[src/rtl/otgs_pkg.sv]
package otgs_pkg;

    // field widths fixed by the word layout
    localparam int ADC_BITS   = 12;
    localparam int POS_BITS   = 16;
    localparam int MODE_W     = 3;
    localparam int LED_W      = 10;
    localparam int TRACK_W    = 6;
    localparam int CFG_IDX_W  = 3;
    localparam int CFG_DATA_W = 16;

    // default table depth
    localparam int MAX_TRACKS_DEF = 32;

    // carriage modes
    localparam logic [MODE_W-1:0] MODE_HOME       = 3'd0;
    localparam logic [MODE_W-1:0] MODE_GOTO_START = 3'd1;
    localparam logic [MODE_W-1:0] MODE_PLAY       = 3'd2;
    localparam logic [MODE_W-1:0] MODE_PAUSE      = 3'd3;
    localparam logic [MODE_W-1:0] MODE_SKIP_REV   = 3'd5;

    // configuration register indexes
    localparam logic [CFG_IDX_W-1:0] CFG_SENSOR_TARGET    = 3'd0;
    localparam logic [CFG_IDX_W-1:0] CFG_CURRENT_GAIN     = 3'd1;
    localparam logic [CFG_IDX_W-1:0] CFG_DETECT_THRESHOLD = 3'd2;
    localparam logic [CFG_IDX_W-1:0] CFG_TRACK_THRESHOLD  = 3'd3;
    localparam logic [CFG_IDX_W-1:0] CFG_RECORD_END_POS   = 3'd4;

    // configuration reset values
    localparam logic [11:0] RST_SENSOR_TARGET    = 12'd100;
    localparam logic [15:0] RST_CURRENT_GAIN     = 16'd655;
    localparam logic [11:0] RST_DETECT_THRESHOLD = 12'd50;
    localparam logic [11:0] RST_TRACK_THRESHOLD  = 12'd200;
    localparam logic [15:0] RST_RECORD_END_POS   = 16'd13824;

    // led current, Q5.8 mA
    localparam logic [12:0] CUR_MIN      = 13'd1280;
    localparam logic [12:0] CUR_MAX      = 13'd7680;
    localparam logic [12:0] CUR_RESET    = 13'd2560;
    localparam logic [8:0]  CUR_STEP_MAX = 9'd256;
    localparam logic [13:0] CUR_OFFSET   = 14'd2560;

    // pwm: drive = floor((2560 + current) * PWM_MAX / 8448)
    // the /8448 is >>8 then *ceil(2^26/33) >>26, exact over the range
    localparam logic [LED_W-1:0] PWM_MAX   = 10'd1023;
    localparam logic [20:0]      PWM_RECIP = 21'd2033602;

    // presence filter, Q0.16; /10 as *52429 >>19, exact below 81920
    localparam logic [16:0] FILT_ONE   = 17'h10000;
    localparam logic [15:0] FILT_HALF  = 16'h8000;
    localparam logic [15:0] FILT_RECIP = 16'd52429;

    // minimum gap spacing, 2 mm in Q8.8
    localparam logic [15:0] GAP_MIN = 16'd512;

    typedef struct packed {
        logic [ADC_BITS-1:0] sample;
        logic [MODE_W-1:0]   mode;
        logic [POS_BITS-1:0] sensor_position;
        logic [POS_BITS-1:0] arm_position;
    } t_in_word;

    typedef struct packed {
        logic [LED_W-1:0]   led_drive;
        logic               record_present;
        logic               record_removed;
        logic [TRACK_W-1:0] current_track;
        logic [TRACK_W-1:0] track_count;
        logic               track_changed;
    } t_out_word;

endpackage

[src/rtl/otgs_cell.sv]
module otgs_cell #(
    parameter int MAX_TRACKS = otgs_pkg::MAX_TRACKS_DEF,
    parameter int IDX        = 0
) (
    input  logic                                  i_clk,
    input  logic                                  i_rst_n,
    // count wave from the lower neighbor
    input  logic                                  i_tok,
    input  logic [$clog2(MAX_TRACKS+1)-1:0]       i_cnt,
    output logic                                  o_tok,
    output logic [$clog2(MAX_TRACKS+1)-1:0]       o_cnt,
    // broadcast table write
    input  logic                                  i_wr_en,
    input  logic [$clog2(MAX_TRACKS)-1:0]         i_wr_idx,
    input  logic [otgs_pkg::POS_BITS-1:0]         i_wr_pos,
    // broadcast lookup operands
    input  logic [otgs_pkg::POS_BITS-1:0]         i_arm_pos,
    input  logic [$clog2(MAX_TRACKS+1)-1:0]       i_stored
);
    import otgs_pkg::*;

    localparam int CNT_W = $clog2(MAX_TRACKS + 1);
    localparam int IDX_W = $clog2(MAX_TRACKS);

    logic [POS_BITS-1:0] r_entry;
    logic                r_tok;
    logic [CNT_W-1:0]    r_cnt;
    logic                hit;

    // entry counts when it is live and the arm sits at or before it
    assign hit = (CNT_W'(IDX) < i_stored) && (i_arm_pos <= r_entry);

    // table entry
    always_ff @(posedge i_clk) begin
        if (i_wr_en && (i_wr_idx == IDX_W'(IDX))) begin
            r_entry <= i_wr_pos;
        end
    end

    // wave stage
    always_ff @(posedge i_clk) begin
        if (!i_rst_n) begin
            r_tok <= 1'b0;
        end else begin
            r_tok <= i_tok;
        end
    end

    always_ff @(posedge i_clk) begin
        r_cnt <= i_cnt + CNT_W'(hit);
    end

    assign o_tok = r_tok;
    assign o_cnt = r_cnt;

endmodule

[src/rtl/optical_track_gap_scanner.sv]
// Optical track-gap scanner: one word in, one word out. Each tick word moves
// through an input latch, a multiply stage, an apply stage that updates the
// led current, presence filter and gap table, and then a count wave that
// walks the row of MAX_TRACKS table cells, one cell per cycle, to find the
// track under the arm; a home-mode tick skips the wave. A new word is taken
// only once the current tick has passed its result on. The result sits in
// an output register, so the next word is taken while a finished result
// still waits. The table holds sorted gap positions; the led drive is zero
// in the dark phase and in home mode.
module optical_track_gap_scanner #(
    parameter int MAX_TRACKS = otgs_pkg::MAX_TRACKS_DEF
) (
    input  logic                                i_clk,
    input  logic                                i_rst_n,
    // tick words in
    input  logic                                i_in_valid,
    output logic                                o_in_stall,
    input  otgs_pkg::t_in_word                  i_in_word,
    // result words out
    output logic                                o_out_valid,
    input  logic                                i_out_stall,
    output otgs_pkg::t_out_word                 o_out_word,
    // configuration writes
    input  logic                                i_cfg_we,
    input  logic [otgs_pkg::CFG_IDX_W-1:0]      i_cfg_idx,
    input  logic [otgs_pkg::CFG_DATA_W-1:0]     i_cfg_data
);
    import otgs_pkg::*;

    localparam int CNT_W = $clog2(MAX_TRACKS + 1);
    localparam int IDX_W = $clog2(MAX_TRACKS);

    typedef enum logic [4:0] {
        S_IDLE   = 5'b00001,
        S_MUL    = 5'b00010,
        S_APPLY  = 5'b00100,
        S_SCAN   = 5'b01000,
        S_RESULT = 5'b10000
    } t_state;

    t_state r_state, n_state;

    // configuration
    logic [11:0] r_sensor_target;
    logic [15:0] r_current_gain;
    logic [11:0] r_detect_thr;
    logic [11:0] r_track_thr;
    logic [15:0] r_record_end;

    // scanner state
    logic [ADC_BITS-1:0]  r_prev_sample;
    logic signed [12:0]   r_prev_value;
    logic [12:0]          r_led_current;
    logic [15:0]          r_filter;
    logic                 r_dark;
    logic                 r_gap_armed;
    logic [CNT_W-1:0]     r_stored;
    logic [POS_BITS-1:0]  r_last_gap;
    logic [CNT_W-1:0]     r_last_ann;

    // per-tick work registers
    t_in_word             r_in;
    logic                 r_home;
    logic [11:0]          r_swing;
    logic                 r_err_neg;
    logic [27:0]          r_mag_prod;
    logic                 r_filt_up;
    logic [32:0]          r_filt_prod;
    logic [23:0]          r_pwm_n;
    logic [LED_W-1:0]     r_led;
    logic                 r_was_dark;
    logic                 r_present;
    logic                 r_removed;
    logic [CNT_W-1:0]     r_track;
    logic                 r_changed;
    logic                 r_start;

    // output register
    logic                 r_out_valid;
    t_out_word            r_out;

    // handshake helpers
    logic in_take, out_free;

    assign in_take  = i_in_valid && (r_state == S_IDLE);
    assign out_free = !r_out_valid || !i_out_stall;

    // multiply stage operands
    logic [12:0] swing_d;
    logic [11:0] swing;
    logic [12:0] err_s;
    logic [11:0] err_abs;
    logic        filt_up;
    logic [16:0] filt_x;

    assign swing_d = {1'b0, r_in.sample} - {1'b0, r_prev_sample};
    assign swing   = swing_d[12] ? 12'(13'd0 - swing_d) : swing_d[11:0];
    assign err_s   = {1'b0, r_sensor_target} - {1'b0, swing};
    assign err_abs = err_s[12] ? 12'(13'd0 - err_s) : err_s[11:0];
    assign filt_up = swing > r_detect_thr;
    assign filt_x  = filt_up ? (FILT_ONE - {1'b0, r_filter}) : {1'b0, r_filter};

    // apply stage: presence filter
    logic [13:0] filt_q;
    logic [15:0] n_filter;
    logic        present_new;

    assign filt_q      = r_filt_prod[32:19];
    assign n_filter    = r_filt_up ? (r_filter + 16'(filt_q)) : (r_filter - 16'(filt_q));
    assign present_new = n_filter > FILT_HALF;

    // apply stage: led current regulation
    logic [19:0] mag;
    logic [8:0]  step;
    logic [13:0] cur_sum;
    logic [12:0] n_led_current;

    assign mag     = r_mag_prod[27:8];
    assign step    = (mag > 20'(CUR_STEP_MAX)) ? CUR_STEP_MAX : mag[8:0];
    assign cur_sum = r_err_neg ? ({1'b0, r_led_current} - {5'b0, step})
                               : ({1'b0, r_led_current} + {5'b0, step});

    always_comb begin
        priority if (cur_sum < 14'(CUR_MIN)) begin
            n_led_current = CUR_MIN;
        end else if (cur_sum > 14'(CUR_MAX)) begin
            n_led_current = CUR_MAX;
        end else begin
            n_led_current = cur_sum[12:0];
        end
    end

    // apply stage: led pwm
    logic [36:0] pwm_prod;
    logic [10:0] pwm_q;

    assign pwm_prod = r_pwm_n[23:8] * PWM_RECIP;
    assign pwm_q    = pwm_prod[36:26];

    // apply stage: gap detection with hysteresis
    logic signed [12:0] value;
    logic signed [13:0] diff;
    logic signed [14:0] neg_diff;
    logic signed [15:0] neg_diff_x2;
    logic               disarm, arm;
    logic               in_window;
    logic signed [16:0] gap_dist;
    logic               gap_room;
    logic               armed_mid;
    logic               n_gap_armed;
    logic               gap_write;

    assign value       = $signed({1'b0, r_swing}) - $signed({1'b0, r_sensor_target});
    assign diff        = $signed({value[12], value}) - $signed({r_prev_value[12], r_prev_value});
    assign neg_diff    = $signed(15'd0) - $signed({diff[13], diff});
    assign neg_diff_x2 = $signed({neg_diff, 1'b0});
    assign disarm      = neg_diff_x2 < $signed({4'b0, r_track_thr});
    assign arm         = neg_diff > $signed({3'b0, r_track_thr});
    assign in_window   = {1'b0, r_in.sensor_position} >=
                         ({1'b0, r_record_end} + {1'b0, GAP_MIN});
    assign gap_dist    = $signed({1'b0, r_in.sensor_position}) - $signed({1'b0, r_last_gap});
    assign gap_room    = (r_stored < CNT_W'(MAX_TRACKS)) &&
                         ((r_stored == '0) || (gap_dist >= $signed({1'b0, GAP_MIN})));

    always_comb begin
        n_gap_armed = r_gap_armed;
        gap_write   = 1'b0;
        if (r_dark && (r_in.mode == MODE_GOTO_START) && in_window) begin
            armed_mid = (disarm && r_gap_armed) ? 1'b0 : r_gap_armed;
            n_gap_armed = armed_mid;
            if (arm && !armed_mid) begin
                n_gap_armed = 1'b1;
                gap_write   = gap_room;
            end
        end else begin
            armed_mid = r_gap_armed;
        end
    end

    logic wr_en;

    assign wr_en = (r_state == S_APPLY) && !r_home && gap_write;

    // cell row: count wave carries the number of entries at or past the arm
    logic             link_tok [0:MAX_TRACKS];
    logic [CNT_W-1:0] link_cnt [0:MAX_TRACKS];

    assign link_tok[0] = r_start;
    assign link_cnt[0] = '0;

    for (genvar g = 0; g < MAX_TRACKS; g++) begin : g_cell
        otgs_cell #(
            .MAX_TRACKS (MAX_TRACKS),
            .IDX        (g)
        ) u_cell (
            .i_clk     (i_clk),
            .i_rst_n   (i_rst_n),
            .i_tok     (link_tok[g]),
            .i_cnt     (link_cnt[g]),
            .o_tok     (link_tok[g+1]),
            .o_cnt     (link_cnt[g+1]),
            .i_wr_en   (wr_en),
            .i_wr_idx  (r_stored[IDX_W-1:0]),
            .i_wr_pos  (r_in.sensor_position),
            .i_arm_pos (r_in.arm_position),
            .i_stored  (r_stored)
        );
    end

    // track under the arm from the wave count
    logic             scan_done;
    logic [CNT_W:0]   cnt_p1;
    logic [CNT_W-1:0] track;
    logic             play_mode;
    logic             n_changed;

    assign scan_done = (r_state == S_SCAN) && link_tok[MAX_TRACKS];
    assign cnt_p1    = {1'b0, link_cnt[MAX_TRACKS]} + (CNT_W+1)'(1);
    assign track     = (r_stored == '0) ? '0 :
                       ((cnt_p1 > {1'b0, r_stored}) ? r_stored : cnt_p1[CNT_W-1:0]);
    assign play_mode = (r_in.mode >= MODE_PLAY) && (r_in.mode <= MODE_SKIP_REV);
    assign n_changed = play_mode && (track != '0) && (track != r_last_ann);

    // sequencer
    always_comb begin
        n_state = r_state;
        unique case (r_state)
            S_IDLE: begin
                if (in_take) begin
                    n_state = S_MUL;
                end
            end
            S_MUL: begin
                n_state = S_APPLY;
            end
            S_APPLY: begin
                n_state = r_home ? S_RESULT : S_SCAN;
            end
            S_SCAN: begin
                if (link_tok[MAX_TRACKS]) begin
                    n_state = S_RESULT;
                end
            end
            S_RESULT: begin
                if (out_free) begin
                    n_state = S_IDLE;
                end
            end
            default: begin
                n_state = S_IDLE;
            end
        endcase
    end

    always_ff @(posedge i_clk) begin
        if (!i_rst_n) begin
            r_state <= S_IDLE;
            r_start <= 1'b0;
        end else begin
            r_state <= n_state;
            r_start <= (r_state == S_APPLY) && !r_home;
        end
    end

    // configuration registers
    always_ff @(posedge i_clk) begin
        if (!i_rst_n) begin
            r_sensor_target <= RST_SENSOR_TARGET;
            r_current_gain  <= RST_CURRENT_GAIN;
            r_detect_thr    <= RST_DETECT_THRESHOLD;
            r_track_thr     <= RST_TRACK_THRESHOLD;
            r_record_end    <= RST_RECORD_END_POS;
        end else if (i_cfg_we) begin
            unique case (i_cfg_idx)
                CFG_SENSOR_TARGET:    r_sensor_target <= i_cfg_data[11:0];
                CFG_CURRENT_GAIN:     r_current_gain  <= i_cfg_data;
                CFG_DETECT_THRESHOLD: r_detect_thr    <= i_cfg_data[11:0];
                CFG_TRACK_THRESHOLD:  r_track_thr     <= i_cfg_data[11:0];
                CFG_RECORD_END_POS:   r_record_end    <= i_cfg_data;
                default: begin
                end
            endcase
        end
    end

    // scanner state updates
    always_ff @(posedge i_clk) begin
        if (!i_rst_n) begin
            r_prev_sample <= '0;
            r_prev_value  <= '0;
            r_led_current <= CUR_RESET;
            r_filter      <= '0;
            r_dark        <= 1'b0;
            r_gap_armed   <= 1'b0;
            r_stored      <= '0;
            r_last_ann    <= '0;
        end else begin
            if ((r_state == S_MUL) && !r_home) begin
                r_prev_sample <= r_in.sample;
            end
            if (r_state == S_APPLY) begin
                if (r_home) begin
                    r_stored   <= '0;
                    r_last_ann <= '0;
                end else begin
                    r_filter <= n_filter;
                    r_dark   <= !r_dark;
                    if (r_dark) begin
                        r_led_current <= n_led_current;
                        r_prev_value  <= value;
                        r_gap_armed   <= n_gap_armed;
                    end
                    if (wr_en) begin
                        r_stored <= r_stored + CNT_W'(1);
                    end
                end
            end
            if (scan_done && n_changed) begin
                r_last_ann <= track;
            end
        end
    end

    // last stored gap, for the spacing test
    always_ff @(posedge i_clk) begin
        if (wr_en) begin
            r_last_gap <= r_in.sensor_position;
        end
    end

    // per-tick datapath
    always_ff @(posedge i_clk) begin
        if (in_take) begin
            r_in   <= i_in_word;
            r_home <= (i_in_word.mode == MODE_HOME);
        end
        if (r_state == S_MUL) begin
            r_swing     <= swing;
            r_err_neg   <= err_s[12];
            r_mag_prod  <= err_abs * r_current_gain;
            r_filt_up   <= filt_up;
            r_filt_prod <= filt_x * FILT_RECIP;
            r_pwm_n     <= ({1'b0, r_led_current} + CUR_OFFSET) * PWM_MAX;
        end
        if (r_state == S_APPLY) begin
            r_led      <= (pwm_q > 11'(PWM_MAX)) ? PWM_MAX : pwm_q[LED_W-1:0];
            r_was_dark <= r_dark;
            r_present  <= r_home ? (r_filter > FILT_HALF) : present_new;
            r_removed  <= !r_home && !present_new &&
                          ((r_in.mode == MODE_PLAY) || (r_in.mode == MODE_PAUSE));
            r_track    <= '0;
            r_changed  <= 1'b0;
        end
        if (scan_done) begin
            r_track   <= track;
            r_changed <= n_changed;
        end
    end

    // output register
    always_ff @(posedge i_clk) begin
        if (!i_rst_n) begin
            r_out_valid <= 1'b0;
        end else if ((r_state == S_RESULT) && out_free) begin
            r_out_valid <= 1'b1;
        end else if (!i_out_stall) begin
            r_out_valid <= 1'b0;
        end
    end

    always_ff @(posedge i_clk) begin
        if ((r_state == S_RESULT) && out_free) begin
            r_out.led_drive      <= (r_home || r_was_dark) ? '0 : r_led;
            r_out.record_present <= r_present;
            r_out.record_removed <= r_removed;
            r_out.current_track  <= TRACK_W'(r_track);
            r_out.track_count    <= TRACK_W'(r_stored);
            r_out.track_changed  <= r_changed;
        end
    end

    assign o_in_stall  = (r_state != S_IDLE);
    assign o_out_valid = r_out_valid;
    assign o_out_word  = r_out;

endmodule

[config.mk]
export PLATFORM = sky130hd
export DESIGN_NAME = optical_track_gap_scanner
export DESIGN_NICKNAME = d
export VERILOG_FILES = /design/src/rtl/otgs_pkg.sv /design/src/rtl/otgs_cell.sv /design/src/rtl/optical_track_gap_scanner.sv
export SDC_FILE = /design/constraint.sdc
export NUM_CORES = 2
export LEC_CHECK = 0
export ABC_AREA = 1
export BUFFER_PORTS_ARGS = -buffer_cell sky130_fd_sc_hd__buf_2
export CORE_MARGIN = 3
export CORE_UTILIZATION = 40
export CTS_CLUSTER_DIAMETER = 120
export DETAILED_ROUTE_END_ITERATION = 10
export HOLD_SLACK_MARGIN = 0.15
export PLACE_DENSITY = 0.61
export SYNTH_ARGS = -nofsm -noshare
export SYNTH_HDL_FRONTEND = slang
export SYNTH_SLANG_ARGS = --single-unit
[constraint.sdc]
create_clock -name i_clk -period 10.8 [get_ports i_clk]
set_input_delay 2.7 -clock i_clk [delete_from_list [all_inputs] [get_ports i_clk]]
set_output_delay 2.7 -clock i_clk [all_outputs]
set_load 0.02 [all_outputs]
==> run summary <==
Outcome: finished clean
Largest net degree at the start of global routing: 85
Synth unique cells: 67
Routed WL per cell: 18.9 um
IO Pins: 98
Crit-path max FO: 10
Grt ovf: 0
Primary FF master, synth: edfxtp_1
CTS tree: yes
Post-route minimum period: 9400 ps
Syn_nets: 8,801
Layout cells sized above 1: 5.93%
Final WS setup: 1400 ps
Detailed Place HPWL: 134 mm
Area occupied by multi-input gates: 37,700 sq um
Clock sinks: 1,037
Achievable Freq: 106 MHz
Critical path's slowest cell: fa_1
Slew Viols, Final: 0
Sequential-to-total area share from yosys stat: 38.7%
Final hold violations: 0
Row count: 154
Setup Skew: 45.9 ps
Initial antenna violation count: 0
Postcts setup bufs: 0
Die Span Y: 429 um
Post-synth ARST share: 0%
Max Used Layer: met4
Startpoint Class: register
Fin crit share: 87.1%
Most frequent cells in the layout: inv_1 (1,590), ha_1 (1,101), nand2_1 (866), edfxtp_1 (685), a21oi_1 (508)
Final Setup Violations: 0
Starting Density: 40.4%
Setup slack, reg-to-reg: 1400 ps
Pre-antenna DRT Iters: 6
Crit. End Element: register
Total CTS buffers: 116
Clk root buf: clkbuf_16
Req. time, crit path: 11,320 ps
NumNets Final: 9,025
Core area: 177,000 sq um
WP data arrival: 9930 ps
Fin area: 79,000 sq um
Number of global-route vias before repair: 51,197
Synthesized area per cell: 9.85 sq um
CP max stage delay: 560 ps
Clk pin slew, worst setup/hold paths: 60 ps
Worst slew margin: 13.4%
Synthesized flop and latch total: 1,037
Commonest non-fill, non-tap cell in the layout: inv_1
# Max-Cap Violations: 0
Setup TNS: 0 ps
Setup CP Type: register to register
Routed metal-1 wirelength: 79.5 mm
Layout area overhead: 10.7%
Die W: 429 um
DR vias/cell: 5.09
Placed inst area: 75,200 sq um
Global Route Usage Sum: 20.3%
Worst-margin pin slew: 1290 ps
Routed Antenna Nets: 0
Register Area: 27,600 sq um
RSZ-0062 raised after global routing: false
Hold Buf Count CTS: 0
First-pass GRT wire length: 292 mm
Initial drt markers: 2,876
Met2 wire len: 90.9 mm
Via Count: 50,494
Tightest Hold Check Type: register to register
Gp weighted congestion: 0.932
Ant diodes: 0
Setup Slack @ Placement: 1440 ps
Port bufs: 97
WL final: 187 mm
WL met3: 9.26 mm
DIE AREA: 184,000 sq um
Worst-skew pair later-pin latency: 770 ps
WHS: 410 ps
Crit path top cell by count: inv_1
FILL cells: 16,802
CTS H-tree depth: 3
DR DRC count: 0
Mapped cell area: 71,400 sq um
Clock tree buffer depth: 3
# resized after CTS: 0
Post-synth EDFFs: 685
Syn Inst Count: 7,250
Yosys warns: 0
-- critical path: cells and delay by family, from the launching register on --
kind	cells	cell delay (ps)
AOI/OAI and AO/OA	7	1670
xor gates and xnor gates	2	470
adders and majority gates	11	4490
buffers and inverters	8	680
DFF	1	350
and+or+nand+nor	14	1490
-- cells by family after synthesis --
family | after synthesis | share of synthesized area, %
DFF | 1037 | 38.7
buffers and inverters | 1667 | 8.82
xor gates and xnor gates | 296 | 3.65
and+or+nand+nor | 1745 | 10.6
AOI/OAI and AO/OA | 1025 | 8.31
adders and majority gates | 1480 | 29.9
-- worst paths after layout --
path,from,end,depth (start not counted)
setup / recovery,r_in[35],r_filt_prod[27],42
hold / removal,g_cell[25].u_cell.o_tok,g_cell[26].u_cell.o_tok,2
setup reg to reg,r_in[35],r_filt_prod[27],42
hold reg to reg,g_cell[25].u_cell.o_tok,g_cell[26].u_cell.o_tok,2
-- through the flow --
| step | utilization (%) | cells |
|---|---|---|
| after floorplan | - | 7250 |
| after global placement | 42.5 | 9696 |
| after detailed placement | 42.5 | 9696 |
| after CTS | 44.7 | 9918 |
| after global routing | 44.7 | 9918 |
| final | 44.7 | 9918 |
-- sequential cells by signal, summed over array words and instances (netlist names), 5 cells and up --
signal and count:
g_cell.u_cell.o_cnt 177, r_record_end 16, r_led 10, r_state 5, r_filt_prod 14, r_stored 6, r_track 6, g_cell.u_cell.o_tok 32
r_detect_thr 12, r_led_current 13, o_out_word 25, r_prev_sample 12, r_track_thr 12, r_prev_value 13, g_cell.u_cell.r_entry 512, r_swing 12
r_pwm_n 16, r_sensor_target 12, r_last_gap 16, r_last_ann 6, r_in 47, r_current_gain 16, r_mag_prod 20, r_filter 16
-- Yosys cell counts, types with 21 or more instances --
| library cell | instances | share of area, % |
|---|---|---|
| fa_1 | 379 | 11 |
| dfxtp_1 | 352 | 9.9 |
| nor2_1 | 345 | 1.8 |
| xor2_1 | 242 | 3.0 |
| a21oi_1 | 509 | 3.6 |
| nand2_1 | 866 | 4.6 |
| o21bai_1 | 28 | 0.29 |
| o21ai_0 | 235 | 1.6 |
| nand2_2 | 21 | 0.18 |
| ha_1 | 1101 | 19 |
| nor3_1 | 150 | 1.1 |
| inv_1 | 1591 | 8.4 |
| nand4_1 | 92 | 0.81 |
| nand3_1 | 191 | 1.3 |
| xnor2_1 | 52 | 0.64 |
| o211ai_1 | 28 | 0.29 |
| edfxtp_1 | 685 | 29 |
| a31oi_1 | 21 | 0.18 |
| o221ai_1 | 33 | 0.40 |
| clkbuf_1 | 43 | 0.23 |
| o2111ai_1 | 31 | 0.38 |
| a211oi_1 | 35 | 0.37 |
-- area by class of cell --
type                       count  share of cell area, %
timing repair buffer         169                   1.30
clock buffer                 168                   4.15
inverter                    1604                   7.62
multi-input combinational   4546                   47.6
sequential                  1037                   34.9
clock inverter                54                  0.638
tap                         2340                   3.70
-- layer usage --
layer	up-vias	GRT usage, %
li1	24503	-
met1	24426	25.7
met2	1195	35.3
met3	370	2.67
met4	0	7.82
met5	-	0
Power is left out: the tool's default activity adds up to more than one toggle a clock period on the data nets, which glitch-free logic cannot reach.
